--- src/design/rar_pkg.sv ---
// Package for the rational arithmetic core: payload structs, opcodes, FSM states.
// No dependencies.
package rar_pkg;
  localparam int OperandBits = 16;
  localparam int NumBits     = 2 * OperandBits + 1;
  localparam int DenBits     = 2 * OperandBits;
  localparam int CntBits     = $clog2(NumBits + 1);

  typedef enum logic [1:0] {
    OP_ADD = 2'd0,
    OP_SUB = 2'd1,
    OP_MUL = 2'd2,
    OP_DIV = 2'd3
  } opcode_t;

  typedef struct packed {
    opcode_t                        opcode;
    logic signed [OperandBits-1:0]  left_num;
    logic        [OperandBits-1:0]  left_den;
    logic signed [OperandBits-1:0]  right_num;
    logic        [OperandBits-1:0]  right_den;
  } in_beat_t;

  typedef struct packed {
    logic signed [NumBits-1:0] out_num;
    logic        [DenBits-1:0] out_den;
    logic                      status;
  } out_beat_t;

  typedef enum logic [3:0] {
    ST_IDLE,
    ST_MUL1,
    ST_MUL2,
    ST_FORM,
    ST_GCD_START,
    ST_GCD_DIV,
    ST_GCD_SWAP,
    ST_RED_N_START,
    ST_RED_N,
    ST_RED_D_START,
    ST_RED_D,
    ST_DONE
  } state_t;

  // controller to datapath
  typedef struct packed {
    logic load;
    logic mul1;
    logic mul2;
    logic form;
    logic gcd_start;
    logic div_step;
    logic gcd_swap;
    logic red_n_start;
    logic red_n_done;
    logic red_d_start;
    logic red_d_done;
  } dp_cmd_t;

  // datapath to controller
  typedef struct packed {
    logic bad;
    logic num_zero;
    logic div_last;
    logic rem_zero;
  } dp_sts_t;
endpackage

--- src/design/rar_datapath.sv ---
// Datapath: cross products, sign handling, shared restoring divider for gcd and reduction.
// Depends on rar_pkg.
module rar_datapath
  import rar_pkg::*;
(
  input  logic      clk,
  input  in_beat_t  in_beat,
  input  dp_cmd_t   cmd,
  output dp_sts_t   sts,
  output out_beat_t res
);
  localparam int W = DenBits;
  localparam int OB = OperandBits;

  in_beat_t              op_r;
  logic signed [2*OB:0]  p1_r, p2_r;
  logic [W-1:0]          den_r;
  logic [W-1:0]          mag_r;
  logic                  neg_r, bad_r;
  logic [W-1:0]          ga_r, gb_r;
  // divider
  logic [W-1:0]          dvd_r, dvs_r, quo_r;
  logic [W:0]            rem_r;
  logic [CntBits-1:0]    cnt_r;
  logic [W-1:0]          g_r;
  logic signed [NumBits-1:0] qnum_r;
  out_beat_t             res_r;

  logic signed [OB:0] ln_e, rn_e, ld_e, rd_e;
  logic signed [OB:0] ma, mb, mc, md;
  logic signed [2*OB+1:0] num_s, den_s;
  logic [W:0] rem_sh, rem_sub;
  logic num_zero;

  assign ln_e = {op_r.left_num[OB-1], op_r.left_num};
  assign rn_e = {op_r.right_num[OB-1], op_r.right_num};
  assign ld_e = {1'b0, op_r.left_den};
  assign rd_e = {1'b0, op_r.right_den};

  // operand select for the two products
  always_comb begin
    ma = ln_e; mb = rd_e; mc = rn_e; md = ld_e;
    unique case (op_r.opcode)
      OP_MUL:  begin mb = rn_e; mc = ld_e; md = rd_e; end
      OP_DIV:  begin mb = rd_e; mc = ld_e; md = rn_e; end
      default: begin mb = rd_e; mc = rn_e; md = ld_e; end
    endcase
  end

  // combine products into signed num / den
  always_comb begin
    num_s = {p1_r[2*OB], p1_r};
    den_s = {p2_r[2*OB], p2_r};
    unique case (op_r.opcode)
      OP_ADD:  num_s = {p1_r[2*OB], p1_r} + {p2_r[2*OB], p2_r};
      OP_SUB:  num_s = {p1_r[2*OB], p1_r} - {p2_r[2*OB], p2_r};
      default: num_s = {p1_r[2*OB], p1_r};
    endcase
    if (op_r.opcode == OP_ADD || op_r.opcode == OP_SUB) begin
      den_s = (2*OB+2)'($unsigned(op_r.left_den) * $unsigned(op_r.right_den));
    end
    if (den_s < 0) begin
      den_s = -den_s;
      num_s = -num_s;
    end
  end

  assign rem_sh  = {rem_r[W-1:0], dvd_r[W-1]};
  assign rem_sub = rem_sh - {1'b0, dvs_r};

  // registers
  always_ff @(posedge clk) begin
    if (cmd.load) begin
      op_r <= in_beat;
    end
    if (cmd.mul1) begin
      p1_r <= (2*OB+1)'(ma * mb);
      bad_r <= (op_r.left_den == '0) || (op_r.right_den == '0) ||
               (op_r.opcode == OP_DIV && op_r.right_num == '0);
    end
    if (cmd.mul2) begin
      p2_r <= (2*OB+1)'(mc * md);
    end
    if (cmd.form) begin
      neg_r <= num_s[2*OB+1];
      mag_r <= W'(num_s[2*OB+1] ? -num_s : num_s);
      den_r <= W'(den_s);
      ga_r  <= W'(num_s[2*OB+1] ? -num_s : num_s);
      gb_r  <= W'(den_s);
    end
    // divider start: a / b, or mag / g, or den / g
    if (cmd.gcd_start || cmd.red_n_start || cmd.red_d_start) begin
      rem_r <= '0;
      quo_r <= '0;
      cnt_r <= '0;
      dvd_r <= cmd.gcd_start ? ga_r : (cmd.red_n_start ? mag_r : den_r);
      dvs_r <= cmd.gcd_start ? gb_r : g_r;
    end else if (cmd.div_step) begin
      dvd_r <= {dvd_r[W-2:0], 1'b0};
      cnt_r <= cnt_r + 1'b1;
      if (!rem_sub[W]) begin
        rem_r <= rem_sub;
        quo_r <= {quo_r[W-2:0], 1'b1};
      end else begin
        rem_r <= rem_sh;
        quo_r <= {quo_r[W-2:0], 1'b0};
      end
    end
    if (cmd.gcd_swap) begin
      ga_r <= gb_r;
      gb_r <= rem_r[W-1:0];
      g_r  <= gb_r;
    end
    // reduced numerator waits here until the result is published
    if (cmd.red_n_done) begin
      qnum_r <= neg_r ? -$signed({1'b0, quo_r}) : $signed({1'b0, quo_r});
    end
    // publish; invalid or zero results read 0/1
    if (cmd.red_d_done) begin
      if (bad_r || num_zero) begin
        res_r.out_num <= '0;
        res_r.out_den <= DenBits'(1);
        res_r.status  <= bad_r;
      end else begin
        res_r.out_num <= qnum_r;
        res_r.out_den <= quo_r;
        res_r.status  <= 1'b0;
      end
    end
  end

  assign num_zero = (p1_r == '0 && op_r.opcode != OP_ADD && op_r.opcode != OP_SUB) ||
                    (num_s == '0);
  assign sts.bad      = bad_r;
  assign sts.num_zero = num_zero;
  assign sts.div_last = (cnt_r == CntBits'(W - 1));
  assign sts.rem_zero = (rem_r == '0);
  assign res = res_r;
endmodule

--- config.mk ---
export PLATFORM = sky130hd
export DESIGN_NAME = rar_datapath
export DESIGN_NICKNAME = d
export VERILOG_FILES = /design/src/design/rar_pkg.sv /design/src/design/rar_datapath.sv
export SDC_FILE = /design/constraint.sdc
export NUM_CORES = 2
export LEC_CHECK = 0
export BUFFER_PORTS_ARGS = -buffer_cell sky130_fd_sc_hd__buf_2
export CORE_MARGIN = 4
export CORE_UTILIZATION = 44
export CTS_CLUSTER_DIAMETER = 200
export CTS_CLUSTER_SIZE = 10
export DETAILED_ROUTE_END_ITERATION = 8
export HOLD_SLACK_MARGIN = 0.08
export PLACE_DENSITY_LB_ADDON = 0.05
export SLEW_MARGIN = 20
export SYNTH_ARGS = -nofsm -noshare
export SYNTH_HDL_FRONTEND = slang
export SYNTH_SLANG_ARGS = --single-unit
export TNS_END_PERCENT = 30
--- constraint.sdc ---
create_clock -name clk -period 13.2 [get_ports clk]
set_input_delay 2.64 -clock clk [delete_from_list [all_inputs] [get_ports clk]]
set_output_delay 2.64 -clock clk [all_outputs]
set_load 0.03 [all_outputs]
# Word-level counts from Yosys, hierarchy flattened
# Cells that the tools add are included.
# word_totals
regBits	528
latchBits	0
ram_bits	0
rom_bits	0
inputBits	78
out_inout_bits	70
word_cells	82
mem_count	0
# op_classes
add_sub_neg	8
multipliers	3
n_div	0
n_lt_le_gt_ge	1
n_eq_ne	5
shifts	0
muxes	20
bitwise_logic	0
reduce_logical	21
# ops
cell	n
32-bit two-way mux	12
34-bit two-way mux	2
34-bit case mux with 2 select lines	1
33-bit zero test	2
32-bit negation	2
16-bit zero test	3
33-bit by 33-bit adder with 34-bit output	1
34-bit zero test	1
34-bit by 1-bit < comparator with 1-bit output, second input constant	1
17-bit two-way mux	2
34-bit negation	1
17-bit case mux with 2 select lines	1
33-bit by 33-bit subtractor with 34-bit output	1
16-bit by 17-bit multiplier with 33-bit output	1
17-bit by 17-bit multiplier with 33-bit output	1
33-bit two-way mux	1
32-bit negation with 33-bit output	1
33-bit by 32-bit subtractor with 33-bit output	1
16-bit by 16-bit multiplier with 32-bit output	1
1-bit logical OR	7
6-bit by 1-bit adder with 6-bit output, second input constant	1
6-bit by 5-bit == test with 1-bit output, second input constant	1
2-bit nonzero test	3
2-bit == test, second input constant	2
other kinds (6)	8

# Logic depth before layout (Yosys ltp)
# depth
depth_word	9
mapped_depth	41

# Worst setup path after synthesis
# OpenSTA, ideal clock, no wires.
# synth_timing
kind	register to output
startpoint	reg op_r[65] in the netlist's numbering
endpoint	out sts[2] in the netlist's numbering
arrival_ps	8168
required_ps	10560
setup_slack_ps	2392
path_stages_with_launch	34
path_buffers	16
path_cell_list	edfxtp_1 -> buf_2 -> buf_1 -> buf_2 -> buf_1 -> clkbuf_1 -> buf_2 -> buf_1 -> clkbuf_1 -> clkbuf_1 -> buf_1 -> nor2b_1 -> clkbuf_1 -> clkbuf_1 -> nor2_1 -> xnor2_1 -> ha_1 -> clkbuf_1 -> or4_1 -> o211ai_1 -> a21oi_1 -> or3b_1 -> buf_4 -> nor4b_4 -> o2111ai_1 -> or2_0 -> clkbuf_2 -> or3_1 -> or4_1 -> and3_1 -> o2111a_1 -> and2_1 -> or2_2 -> buf_4
# synth_via
elab_chain_cells	7
word_cells_on_any_way	14
classes_between	add/sub: 1; order compare: 1; eq/ne: 2; mux: 3; reduce/logical: 7
# synth_rtl
element	line_no	text
from (decl)	rar_datapath.sv:15	in_beat_t op_r;
from (signal assigned)	rar_datapath.sv:74	op_r <= in_beat;
branches (longest 6 deep; another with 34-bit negation)	-	
1-bit logical OR (*)	rar_datapath.sv:132	assign num_zero = (p1_r == '0 && op_r.opcode != OP_ADD && op_r.opcode != OP_SUB) ||
to (decl)	rar_datapath.sv:9	output dp_sts_t sts,
# Every way passes the cells marked *.

==> results.md <==
* Worst slew pin tran at 1.21 ns
* H-tree Lvls at 2
* Top cell type's share of synthesized area at 26.4%
* CP Class: reg -> out
* Syn Area/Cell at 9.80 um2
* Total CTS buffers at 58
* Critical path arrival at 8.16 ns
* Die Y at 371 um
* Total GRT Usage at 24.2%
* RSZ-0062 raised after global routing: false
* First-pass GRT wire length at 256000 um
* Cell taking the most area after synthesis: fa_1
* DRT Pass-1 Iters at 6
* Top_reg_cell synth: edfxtp_1
* Crit path launch: op_r[65]
* CTS tree: yes
* Flops & latches, synth at 528
* Final Hold Viols at 0
* R2R depth at 23
* I/O pin cnt at 148
* Total routed wirelength at 165000 um
* CP endpoint kind: output port
* TritonCTS Sinks at 528
* Syn Std Cell Area at 57800 um2
* Vias at 41300
* Pin count of the biggest net entering global routing at 83
* # port buffers at 147
* Detailed Place HPWL at 127000 um
* Setup Skew at 0.0716 ns
* ANT nets after route at 0
* Synthesis-to-finish area growth at 7.20%
* Die area at 137000 um2
* Clk_lat worst skew at 0.71 ns
* Post-synth EDFFs at 457
* NumNets Final at 7102
* Slew HR at 19.1%
* Critical path launch point type: register
* Unique masters post-synth at 92
* Min-Delay Path Class: reg -> reg
* FFs w/ async S/R, synth at 0%
* CP required at 10.56 ns
* Post-CTS Hold Fix Bufs at 0
* Fillers at 12400
* 1st-iter DRT viols at 2660
* Top-count cell post-synth: inv_1
* Status: finished, final reports clean
* Max Clock Freq at 0.0926 GHz
* Post-synthesis sequential area ratio at 26.2%
* Post-CTS Setup Inserts at 0
* Syn Inst Count at 5898
* Final worst path period share at 81.8%
* DRC Markers at 0
* Total negative setup slack at 0 ns
* Crit path time final at 10.80 ns
* Die width at 371 um
* Layout cell share with drive strength beyond 1 at 8.12%
* Vias in the first global route at 42000
* CORE AREA at 130000 um2
* Post-cts resize count at 0
* R2r setup slk at 3.97 ns
* Number of max-cap violations at 0
* GRT overflow at 0
* Yosys warns at 0
* Placer's final routability congestion estimate at 0.877
* Max Slew Vio Count at 0
* Most instantiated cells after synthesis: inv_1 (908), fa_1 (762), nand2_1 (678)
* Row cnt at 132
* CTS Root Cell: clkbuf_16
* Via density at 5.36
* Worst-path clk slew at 0.08 ns
* Net count after synthesis at 7081
* CP Capture Point: sts[2]
* Synth top area cells: fa_1 (26%), edfxtp_1 (24%), ha_1 (7.4%), inv_1 (5.9%), nand2_1 (4.4%)
* Worst reg2reg path startpoint: op_r[2]
* Final setup vio count at 0
* CTS Buffer Depth at 3
* Antenna violations before repair at 3
* N_diodes at 0
* Initial core utilization at 44.5%
* Reg-to-reg endpoint: gb_r[31]
* CP max FO at 27
* Wirelength per Cell at 21.4 um
-- metal layers --
layer  part of all wire, %  GRT usage (%)  routed length, um  vias up
met5                     0              0                  0        -
met2                    45           38.6              74700     1066
li1                      -              -                  -    19200
met1                    47           35.1              77000    20800
met3                   5.3           3.24               8720      191
met4                   2.7           5.84               4490        0
-- layout make-up --
cell class	count	area, um2	share of cell area, %
timing repair buffer	230	1370	2.21
clock buffer	97	1600	2.58
multi-input combinational	4191	38200	61.6
inverter	910	3420	5.51
tap	1742	2180	3.52
sequential	528	15100	24.4
clock inverter	4	72.6	0.117
-- registers in the layout, indices dropped and copies added (netlist names), 33 cells and up --
register  flops
p1_r         33
qnum_r       33
op_r         34
rem_r        33
p2_r         33
res          66
-- per-stage QoR --
step | hold slack (ns) | std cells | utilization (%) | worst slack (ns) | area [um2]
6_report | 0.487 | 7702 | 47.7 | 2.40 | 62000
5_1_grt | 0.516 | 7702 | 47.7 | 1.90 | 62000
4_1_cts | 0.487 | 7702 | 47.7 | 2.36 | 62000
3_5_place_dp | 0.470 | 7601 | 46.4 | 3.13 | 60300
3_3_place_gp | 0.465 | 7601 | 46.4 | 3.24 | 60300
2_1_floorplan | 0.438 | 5898 | - | 2.39 | 57800
-- placed cells by master, fill, tap and decap left out, types with 87 or more instances in the layout --
cell type  instances
and2_1           317
o21ai_0          170
ha_1             342
mux2i_1          142
a21oi_1          211
inv_1            908
xnor2_1          201
buf_4             87
buf_2            143
nand2_1          678
mux2_2           117
edfxtp_1         457
nor2_1           394
fa_1             762
-- how the worst min path moves through the flow --
stage,start,to,slack [ns],depth (start not counted)
floorplan,gb_r[10],g_r[10],0.44,0
global placement,gb_r[30],g_r[30],0.47,0
detailed placement,gb_r[30],g_r[30],0.47,0
CTS,gb_r[30],g_r[30],0.49,0
global route,gb_r[11],g_r[11],0.52,0
finish,gb_r[30],g_r[30],0.49,0
-- cells by family (layout without fill, tap and decap cells) --
group / Yosys count / count (layout) / synth area share, %
adders and majority gates: 1105 / 1105 / 33.8
and+or+nand+nor: 1808 / 1808 / 15.0
xor gates and xnor gates: 280 / 280 / 4.24
AOI/OAI and AO/OA: 738 / 738 / 8.26
buffers and inverters: 1179 / 1241 / 7.78
DFF: 528 / 528 / 26.2
muxes: 260 / 260 / 4.75
-- worst max-delay path: stages (launching register included) --
cell	delay, ns
edfxtp_1	0.40
inv_2	0.47
nand2_1	0.53
nand2_1	0.21
xor2_1	0.21
ha_1	0.35
a21o_1	0.23
or4_1	0.40
o211ai_1	0.36
a21oi_1	0.18
nand3b_1	0.36
or4b_4	0.65
nor4_4	0.30
and3_1	0.42
or4b_1	0.52
nor3_1	0.19
o31a_2	0.46
inv_1	0.31
nor2_1	0.29
and2_1	0.19
or2_2	0.17
buf_2	0.22
Power is not shown: default switching activity piles up to over one toggle a cycle in this logic, so the estimate is an artifact.
