<file path="src/design/rar_pkg.sv">
// Package for the rational arithmetic core: payload structs, opcodes, FSM states.
// No dependencies.
package rar_pkg;
  localparam int OperandBits = 16;
  localparam int NumBits     = 2 * OperandBits + 1;
  localparam int DenBits     = 2 * OperandBits;
  localparam int CntBits     = $clog2(NumBits + 1);

  typedef enum logic [1:0] {
    OP_ADD = 2'd0,
    OP_SUB = 2'd1,
    OP_MUL = 2'd2,
    OP_DIV = 2'd3
  } opcode_t;

  typedef struct packed {
    opcode_t                        opcode;
    logic signed [OperandBits-1:0]  left_num;
    logic        [OperandBits-1:0]  left_den;
    logic signed [OperandBits-1:0]  right_num;
    logic        [OperandBits-1:0]  right_den;
  } in_beat_t;

  typedef struct packed {
    logic signed [NumBits-1:0] out_num;
    logic        [DenBits-1:0] out_den;
    logic                      status;
  } out_beat_t;

  typedef enum logic [3:0] {
    ST_IDLE,
    ST_MUL1,
    ST_MUL2,
    ST_FORM,
    ST_GCD_START,
    ST_GCD_DIV,
    ST_GCD_SWAP,
    ST_RED_N_START,
    ST_RED_N,
    ST_RED_D_START,
    ST_RED_D,
    ST_DONE
  } state_t;

  // controller to datapath
  typedef struct packed {
    logic load;
    logic mul1;
    logic mul2;
    logic form;
    logic gcd_start;
    logic div_step;
    logic gcd_swap;
    logic red_n_start;
    logic red_n_done;
    logic red_d_start;
    logic red_d_done;
  } dp_cmd_t;

  // datapath to controller
  typedef struct packed {
    logic bad;
    logic num_zero;
    logic div_last;
    logic rem_zero;
  } dp_sts_t;
endpackage

</file>
<file path="src/design/rar_ctrl.sv">
// Controller FSM: sequences products, gcd loop and the two reduction divisions.
// Depends on rar_pkg.
module rar_ctrl
  import rar_pkg::*;
(
  input  logic    clk,
  input  logic    rst_n,
  input  logic    in_valid,
  output logic    in_ready,
  output logic    out_valid,
  input  logic    out_ready,
  output dp_cmd_t cmd,
  input  dp_sts_t sts
);
  state_t state_r, state_nxt;
  logic   ov_r, ov_nxt;

  // state register
  always_ff @(posedge clk) begin
    if (!rst_n) begin
      state_r <= ST_IDLE;
      ov_r    <= 1'b0;
    end else begin
      state_r <= state_nxt;
      ov_r    <= ov_nxt;
    end
  end

  // next state and commands
  always_comb begin
    state_nxt = state_r;
    ov_nxt    = ov_r && !out_ready;
    cmd       = '0;
    in_ready  = 1'b0;
    unique case (state_r)
      ST_IDLE: begin
        in_ready = 1'b1;
        if (in_valid) begin
          cmd.load  = 1'b1;
          state_nxt = ST_MUL1;
        end
      end
      ST_MUL1: begin cmd.mul1 = 1'b1; state_nxt = ST_MUL2; end
      ST_MUL2: begin cmd.mul2 = 1'b1; state_nxt = ST_FORM; end
      ST_FORM: begin
        cmd.form = 1'b1;
        state_nxt = (sts.bad || sts.num_zero) ? ST_DONE : ST_GCD_START;
      end
      ST_GCD_START: begin cmd.gcd_start = 1'b1; state_nxt = ST_GCD_DIV; end
      ST_GCD_DIV: begin
        cmd.div_step = 1'b1;
        if (sts.div_last) state_nxt = ST_GCD_SWAP;
      end
      ST_GCD_SWAP: begin
        cmd.gcd_swap = 1'b1;
        state_nxt = sts.rem_zero ? ST_RED_N_START : ST_GCD_START;
      end
      ST_RED_N_START: begin cmd.red_n_start = 1'b1; state_nxt = ST_RED_N; end
      ST_RED_N: begin
        cmd.div_step = 1'b1;
        if (sts.div_last) state_nxt = ST_RED_D_START;
      end
      ST_RED_D_START: begin
        cmd.red_n_done = 1'b1; cmd.red_d_start = 1'b1; state_nxt = ST_RED_D;
      end
      ST_RED_D: begin
        cmd.div_step = 1'b1;
        if (sts.div_last) state_nxt = ST_DONE;
      end
      ST_DONE: begin
        // wait for the previous result to drain before publishing
        if (!ov_r || out_ready) begin
          cmd.red_d_done = 1'b1;
          ov_nxt    = 1'b1;
          state_nxt = ST_IDLE;
        end
      end
      default: state_nxt = ST_IDLE;
    endcase
  end

  assign out_valid = ov_r;
endmodule

</file>
<file path="config.mk">
export PLATFORM = sky130hd
export DESIGN_NAME = rar_ctrl
export DESIGN_NICKNAME = d
export VERILOG_FILES = /design/src/design/rar_pkg.sv /design/src/design/rar_ctrl.sv
export SDC_FILE = /design/constraint.sdc
export NUM_CORES = 1
export LEC_CHECK = 0
export BUFFER_PORTS_ARGS = -buffer_cell sky130_fd_sc_hd__buf_2
export CAP_MARGIN = 30
export CORE_AREA = 4 4 41 43
export DETAILED_ROUTE_END_ITERATION = 8
export DIE_AREA = 0 0 45 47
export PLACE_DENSITY_LB_ADDON = 0.15
export SETUP_SLACK_MARGIN = 0.2
export SLEW_MARGIN = 0
export SYNTH_ARGS = -nofsm -noshare
export SYNTH_HDL_FRONTEND = slang
export SYNTH_SLANG_ARGS = --single-unit
export TNS_END_PERCENT = 100
</file>
<file path="constraint.sdc">
create_clock -name clk -period 1.6 [get_ports clk]
set_input_delay 0 -clock clk [delete_from_list [all_inputs] [get_ports clk]]
set_output_delay 0 -clock clk [all_outputs]
set_load 0.05 [all_outputs]
</file>
# ---- Word level (Yosys, flattened, before mapping)
# Cells that the tools add are included.
dict set report totals {
  ff_bits 5
  latch_bits 0
  mem_bits_rw 0
  rom_bits 0
  output_inout_bits 13
  wordCells 49
  memories 0
}
dict set report classes {
  addsub 0
  multipliers 0
  div_mod_pow 0
  magnitude_cmp 0
  n_eq_ne 16
  shift 0
  n_mux 23
  bitwise 0
  n_reduce_logical 8
}
# cell n
set ops {}
lappend ops {{4-bit one-hot mux with 12 select lines} 1}
lappend ops {{4-bit two-way mux} 6}
lappend ops {{4-bit by 3-bit == test with 1-bit output (second input constant)} 4}
lappend ops {{4-bit == test (second input constant)} 4}
lappend ops {{1-bit two-way mux} 14}
lappend ops {{2-bit != test (second input constant)} 5}
lappend ops {{4-bit by 2-bit == test with 1-bit output (second input constant)} 2}
lappend ops {{5-bit AND reduction} 1}
lappend ops {{4-bit by 1-bit == test with 1-bit output (second input constant)} 1}
lappend ops {{4-bit logical NOT} 1}
lappend ops {{2-bit two-way mux} 2}
lappend ops {{3-bit OR reduction} 1}
lappend ops {{1-bit logical NOT} 2}
lappend ops {{1-bit logical OR} 2}
lappend ops {{1-bit logical AND} 1}

# ---- Longest topological paths before layout
# Gate-level depths: netlist of run 1.
dict set report logic_depth {
  ltp_word 4
  mapped_depth 5
  depth_no_buf 4
}

# ---- Worst setup path after synthesis of run 1
# OpenSTA, ideal clock, no wires.
dict set report synth_timing {
  path_kind {flip-flop to output port}
  from {reg state_r[3]}
  to {out cmd[2] in the netlist's numbering}
  arrival_time_ns 2.852
  required_time_ns 1.600
  slack_ns -1.252
  stages_incl_launch_ff 4
  n_path_buf 2
  path_cell_list {dfxtp_1 clkbuf_1 nor4b_1 buf_4}
}
# item line
set synth_lines {}
lappend synth_lines {{from (decl)} rar_ctrl.sv:15} ;# state_t state_r, state_nxt;
lappend synth_lines {{from (signal assigned)} rar_ctrl.sv:24} ;# state_r <= state_nxt;
lappend synth_lines {{to (decl)} rar_ctrl.sv:12} ;# output dp_cmd_t cmd,

==> qor.csv, run 1 <==
stage;metric;value;unit
synth;post-synthesis sequential area ratio;20.5;%
power_and_ir_drop;switching power total;676;uW
sta;Final Cycle Share;84.7;%
power_and_ir_drop;Leak;0.000317;uW
clock_tree;Bufs on Longest Clock Path;2;
power_and_ir_drop;Pwr Total;1250;uW
synth;Post-synth top flop;dfxtp_1;
power_and_ir_drop;pwr/cell area;1710;nW/um2
placed_design;dpl cells;93;
global_route;vias in the first global route;446;
sta;skew final;0.00352;ns
sta;Final setup viols;0;
sta;Slew headroom;80.7;%
synth;Ys Warns;0;
clock_tree;TritonCTS clock tree;done;
routing;1st-iter DRT viols;10;
sta;Slew @ Worst Pin;0.287;ns
cells_and_area;final core occ;56.1;%
worst_hold_path;Min-Delay Path Depth;3;
clock_tree;Inserted Clock Buffers;3;
clock_tree;H-tree Lvls;1;
clock_tree;clock sink count;5;
cells_and_area;share of cells above drive strength 1;54.9;%
global_route;initial antenna violation count;0;
critical_path;R2R depth;4;
floorplan;Rows;13;
synth;area fraction of the dominant cell type after synthesis;20.5;%
floorplan;die area;2120;um2
sta;post-layout minimum cycle time;1.36;ns
placed_design;dpl hpwl;939;um
floorplan;die height;47;um
synth;Avg Inst Size Synth;8.15;um2
clock_tree;Worst-path clk slew;0.04;ns
routing;routed via count;508;
synth;Cell variety after synth;35;
global_route;global-route wire length before repair;1.98;mm
synth;top cells by area, synth;dfxtp_1 (20%), a21oi_1 (5.1%), and4bb_1 (5.1%);
cells_and_area;final std cells w/o fill;97;
cells_and_area;# diodes;0;
synth;fraction of synthesis flops using an asynchronous set or reset pin;0;%
routing;DRC viols;0;
clock_tree;root buf cell;clkbuf_4;
flow_run;max-cap violations;0;
critical_path;Reg2Reg Setup Slack;0.30;ns
sta;fmax;738;MHz
critical_path;CP max stage cell;dfxtp_2;
critical_path;CP bufs+invs;2;
critical_path;CP Class;flip-flop to output port;
routing;ANT nets after route;0;
power_and_ir_drop;Flop pwr share;23.9;%
cells_and_area;Area Overhead vs Synth;49.1;%
critical_path;critical path arrival;1.36;ns
routing;Avg Vias per Cell;5.24;
sta;Pins Over Slew Limit;0;
placed_design;I/O Buffers;20;
critical_path;required time of the worst setup path;1.60;ns
floorplan;Core Footprint;1300;um2
sta;final hold slack;0.0228;ns
clock_tree;worst skew pair latency;0.25;ns
synth;mapped cell area;489;um2
worst_hold_path;hold endpoint;state_r[3];
sta;Final Hold Fails;0;
placed_design;global placement routability congestion;0.733;
critical_path;Crit path largest cell delay;0.37;ns
synth;Yosys reg bits;5;
status;outcome;complete, no violations;
power_and_ir_drop;Clk pwr share;12.0;%
synth;synthesized instance count;60;
critical_path;CP Capture Type;output port;
floorplan;Die X;45;um
global_route;GRT Overall Usage;13.2;%
routing;first drt pass iteration count;4;
synth;number of flops mapped to enable cells by yosys;0;
worst_hold_path;hold crit path type;input pin to flip-flop;
synth;syn_nets;68;
critical_path;CP delay by family, top;buffers and inverters;
sta;RSZ-0062 raised after global routing;true;
routing;routed wire length;1.21;mm
power_and_ir_drop;Gate power share;64.0;%
synth;largest area contributor in the synthesized netlist;dfxtp_1;
critical_path;worst flop-to-flop path endpoint;state_r[1];
worst_hold_path;HP Start;rst_n;
critical_path;startpoint types;flip-flop;
global_route;gr ovfl total;0;
cells_and_area;nets@finish;91;
floorplan;IO Pins;21;
critical_path;Worst R2R Start;state_r[0];
critical_path;Max FO, Critical Path;11;
critical_path;CP cell instances;buf_4, nor4b_4, buf_2;
routing;drt wl/cell;12.5;um
power_and_ir_drop;Net Sw Frac;54.3;%
global_route;largest net degree at the start of global routing;16;
power_and_ir_drop;VDD IR-drop max;0.755;mV
floorplan;Initial Utilization;37.6;%
power_and_ir_drop;Int Pwr;570;uW
clock_tree;Hold-fix buffers, CTS;0;
state kept, by name (all words and copies together), names as in the netlist:
signal,flops
out_valid,1
state_r,4
power by group through the flow:
stage                     Sequential [uW]  Combinational (uW)  Clock (uW)
final                                 298                 798         150
after global routing                  314                 854         164
after CTS                             295                 778         156
after detailed placement              288                 769           0
after global placement                286                 764           0
after floorplan                       217                 690           0
routing by layer:
| layer | part of all wire, % | vias up | global-route usage, % |
|---|---|---|---|
| li1 | - | 263 | - |
| met1 | 46 | 229 | 15.5 |
| met2 | 47 | 11 | 21.2 |
| met3 | 3.1 | 5 | 2.30 |
| met4 | 3.3 | 0 | 10.5 |
| met5 | 0 | - | 0 |
placed cells by master, fill, tap and decap left out, types with 2 or more instances in the layout:
cell type	instances
a21oi_1	5
buf_2	15
and4bb_1	2
and2_4	2
nand2_1	4
nand3_1	2
buf_4	2
nor3b_4	2
dfxtp_4	3
buf_6	3
inv_1	3
nor2_1	5
clkbuf_4	6
nor2b_1	3
o21ai_0	2
stage by stage:
| step | setup WS, ns | instance area (um2) | TNS (ns) |
|---|---|---|---|
| floorplan | -0.0259 | 548 | -0.0649 |
| global placement | 0.201 | 662 | 0 |
| detailed placement | 0.224 | 662 | 0 |
| CTS | 0.169 | 698 | 0 |
| global route | 0.176 | 729 | 0 |
| finish | 0.244 | 729 | 0 |
cell type report:
class | count | area, um2
tap | 15 | 18.8
inverter | 4 | 15.0
fill | 132 | 572
clock buffer | 4 | 26.3
timing repair buffer | 23 | 146
multi-input combinational | 46 | 410
sequential | 5 | 113
cells by family (layout without fill, tap and decap cells):
| family | Yosys count | count (layout) | synth area share (%) |
|---|---|---|---|
| AOI/OAI and AO/OA | 16 | 16 | 26.3 |
| buffers and inverters | 9 | 31 | 8.44 |
| and+or+nand+nor | 30 | 30 | 44.8 |
| DFF | 5 | 5 | 20.5 |
Yosys cell counts (all sizes together) (2+ instances only):
cell / n
a21oi: 5
dfxtp: 5
nor2: 5
buf: 4
inv: 4
nand2: 4
nor2b: 4
and2: 2
and4bb: 2
nand3: 2
nor3b: 2
nor4: 2
nor4b: 2
o21ai: 2
o31ai: 2
worst max-delay path by stage:
stage	startpoint	to	cells after the start
6_report	state_r[1]	cmd[1]	3
5_1_grt	state_r[1]	cmd[2]	3
4_1_cts	state_r[3]	cmd[5]	4
3_5_place_dp	state_r[0]	state_r[1]	4
3_3_place_gp	state_r[2]	state_r[3]	4
2_1_floorplan	state_r[0]	cmd[2]	4
worst reg2reg max path, stage by stage (launching register included):
cell      delay [ns]
dfxtp_4         0.46
and4bb_1        0.31
o21bai_4        0.10
and2_4          0.17
a211oi_2        0.16
timing repair:
action	4_1_cts	5_1_grt
pin swaps	0	1
setup endpoints to repair	9	11
buffers inserted	0	0
gates resized for setup	5	10
Power figures use the tool's default switching activity.
==> inputs of run 2 (changes only) <==
Clock period 1.6 ns to 1.4 ns, I/O delays scaled along.
==> run 2 against run 1 <==
Net effect: non-clock buffer count is 12 higher; clock skew hardly changed; register-to-register slack worse by 0.19 ns; clock power is 14% higher; final cell count is 12% higher; worst hold slack better by 0.013 ns; sequential share of layout area is 3.7 points lower; critical endpoint is now cmd[0].
==> qor.csv, run 2 (synthesis gave the netlist of run 1 again) <==
stage;metric;value;unit;change
critical_path;CP Class;flip-flop to output port;;
flow_run;max-cap violations;0;;unchanged
sta;post-layout minimum cycle time;1.30;ns;
status;outcome;complete, no violations;;
clock_tree;clock sink count;5;;unchanged
sta;final hold slack;0.0356;ns;+0.0128 ns
clock_tree;H-tree Lvls;1;;unchanged
routing;met1 WL;655;um;+18%
critical_path;required time of the worst setup path;1.40;ns;-0.20 ns
cells_and_area;Reg with most FFs;state_r;;
routing;top routing layer used;met4;;
cells_and_area;Finished Cell Area;981;um2;+34%
routing;routed via count;580;;+14%
placed_design;placed cell area;719;um2;+8.7%
clock_tree;root buf cell;clkbuf_4;;
sta;total negative setup slack;0;ns;unchanged
global_route;largest net degree at the start of global routing;12;;-4
floorplan;Core Footprint;1300;um2;unchanged
sta;Final setup viols;0;;unchanged
routing;first drt pass iteration count;4;;unchanged
floorplan;Rows;13;;unchanged
power_and_ir_drop;pwr/cell area;2010;nW/um2;+18%
cells_and_area;# diodes;0;;unchanged
routing;met3 WL post-DR;63;um;+66%
routing;1st-iter DRT viols;6;;-4
critical_path;CP Capture Type;output port;;
floorplan;die height;47;um;unchanged
sta;Slew @ Worst Pin;0.281;ns;-0.00579 ns
routing;Avg Vias per Cell;5.32;;+1.6%
clock_tree;TritonCTS clock tree;done;;
critical_path;Max FO, Critical Path;6;;-5
cells_and_area;final std cells w/o fill;109;;+12%
global_route;global-route wire length before repair;2.37;mm;+20%
cells_and_area;share of cells above drive strength 1;69.1;%;+14 points
sta;skew final;0.00309;ns;-0.000431 ns
cells_and_area;Area Overhead vs Synth;101;%;
clock_tree;Hold-fix buffers, CTS;0;;unchanged
worst_hold_path;hold crit path type;input pin to flip-flop;;
critical_path;R2R depth;5;;+1
cells_and_area;max FFs per register;4;;unchanged
floorplan;Die X;45;um;unchanged
placed_design;dpl cells;97;;+4.3%
sta;Final Cycle Share;92.5;%;
cells_and_area;most frequent cells in the layout;buf_6 (17), buf_2 (8), buf_4 (7);;
routing;routed wl met2;848;um;+47%
clock_tree;Inserted Clock Buffers;3;;unchanged
floorplan;die area;2120;um2;unchanged
placed_design;global placement routability congestion;0.821;;+12%
clock_tree;Bufs on Longest Clock Path;2;;unchanged
sta;fmax;772;MHz;
floorplan;IO Pins;21;;unchanged
cells_and_area;nets@finish;103;;+13%
power_and_ir_drop;VDD IR-drop max;1.03;mV;+37%
sta;Slew headroom;81.1;%;+0.39 points
sta;RSZ-0062 raised after global routing;true;;
clock_tree;Worst-path clk slew;0.05;ns;about the same
placed_design;dpl hpwl;1.02;mm;+8.7%
global_route;initial antenna violation count;0;;unchanged
routing;DRC viols;0;;unchanged
global_route;GRT Overall Usage;15.2;%;+2.0 points
sta;Final Hold Fails;0;;unchanged
routing;drt wl/cell;14.6;um;+16%
placed_design;I/O Buffers;20;;unchanged
floorplan;Initial Utilization;37.6;%;unchanged
sta;Pins Over Slew Limit;0;;unchanged
critical_path;startpoint types;flip-flop;;
global_route;gr ovfl total;0;;unchanged
critical_path;critical path arrival;1.30;ns;-0.06 ns
cells_and_area;commonest non-fill, non-tap cell in the layout;buf_6;;
global_route;vias in the first global route;507;;+14%
power_and_ir_drop;Leak;0.000429;uW;+35%
clock_tree;worst skew pair latency;0.25;ns;about the same
worst_hold_path;Min-Delay Path Depth;3;;unchanged
routing;routed wire length;1.59;mm;+31%
routing;ANT nets after route;0;;unchanged
-- run 2: final timing paths --
path                    from          to  slack, ns
setup / recovery  state_r[2]      cmd[0]       0.10
hold reg to reg    out_valid   out_valid       0.56
setup reg to reg  state_r[2]  state_r[1]       0.11
hold / removal        sts[1]  state_r[2]       0.04
-- run 2: worst max-delay path: stages, from the launching register on --
cell and delay, ns:
dfxtp_4 0.36, nand4b_1 0.23, buf_4 0.19, nor2b_4 0.11, buf_6 0.16
-- run 2: per-stage QoR --
step / power [uW] / util, % / setup WS (ns)
final: 1970 / 75.4 / 0.105
after global routing: 2080 / 75.4 / 0.0494
after CTS: 1760 / 68.9 / 0.105
after detailed placement: 1310 / 55.3 / 0.0680
after floorplan: 1100 / - / -0.224
after global placement: 1300 / 55.3 / 0.0747
-- run 2: power breakdown --
| part | total [uW] | internal (uW) | switching [uW] |
|---|---|---|---|
| Combinational | 1500 | 729 | 771 |
| Sequential | 301 | 201 | 99.7 |
| Clock | 171 | 108 | 62.9 |
| Total | 1970 | 1040 | 933 |
-- run 2: layout make-up --
type	instances	area, um2
multi-input cells	46	477
inverters	4	15.0
flip-flops and latches	5	115
repair buffers	35	329
fillers	87	320
well taps	15	18.8
clock buffers	4	26.3
-- run 2: metal layers --
layer,vias to the layer above,GRT usage (%)
met3,2,4.60
met4,0,5.26
met1,278,17.7
li1,288,-
met2,12,26.6
met5,-,0
-- run 2: repair_timing --
| item | 4_1_cts | 5_1_grt |
|---|---|---|
| cloned | 0 | 0 |
| resized for setup | 38 | 18 |
| setup buffers | 5 | 3 |
| endpoints found under the setup margin | 16 | 16 |
| pin swaps | 9 | 12 |
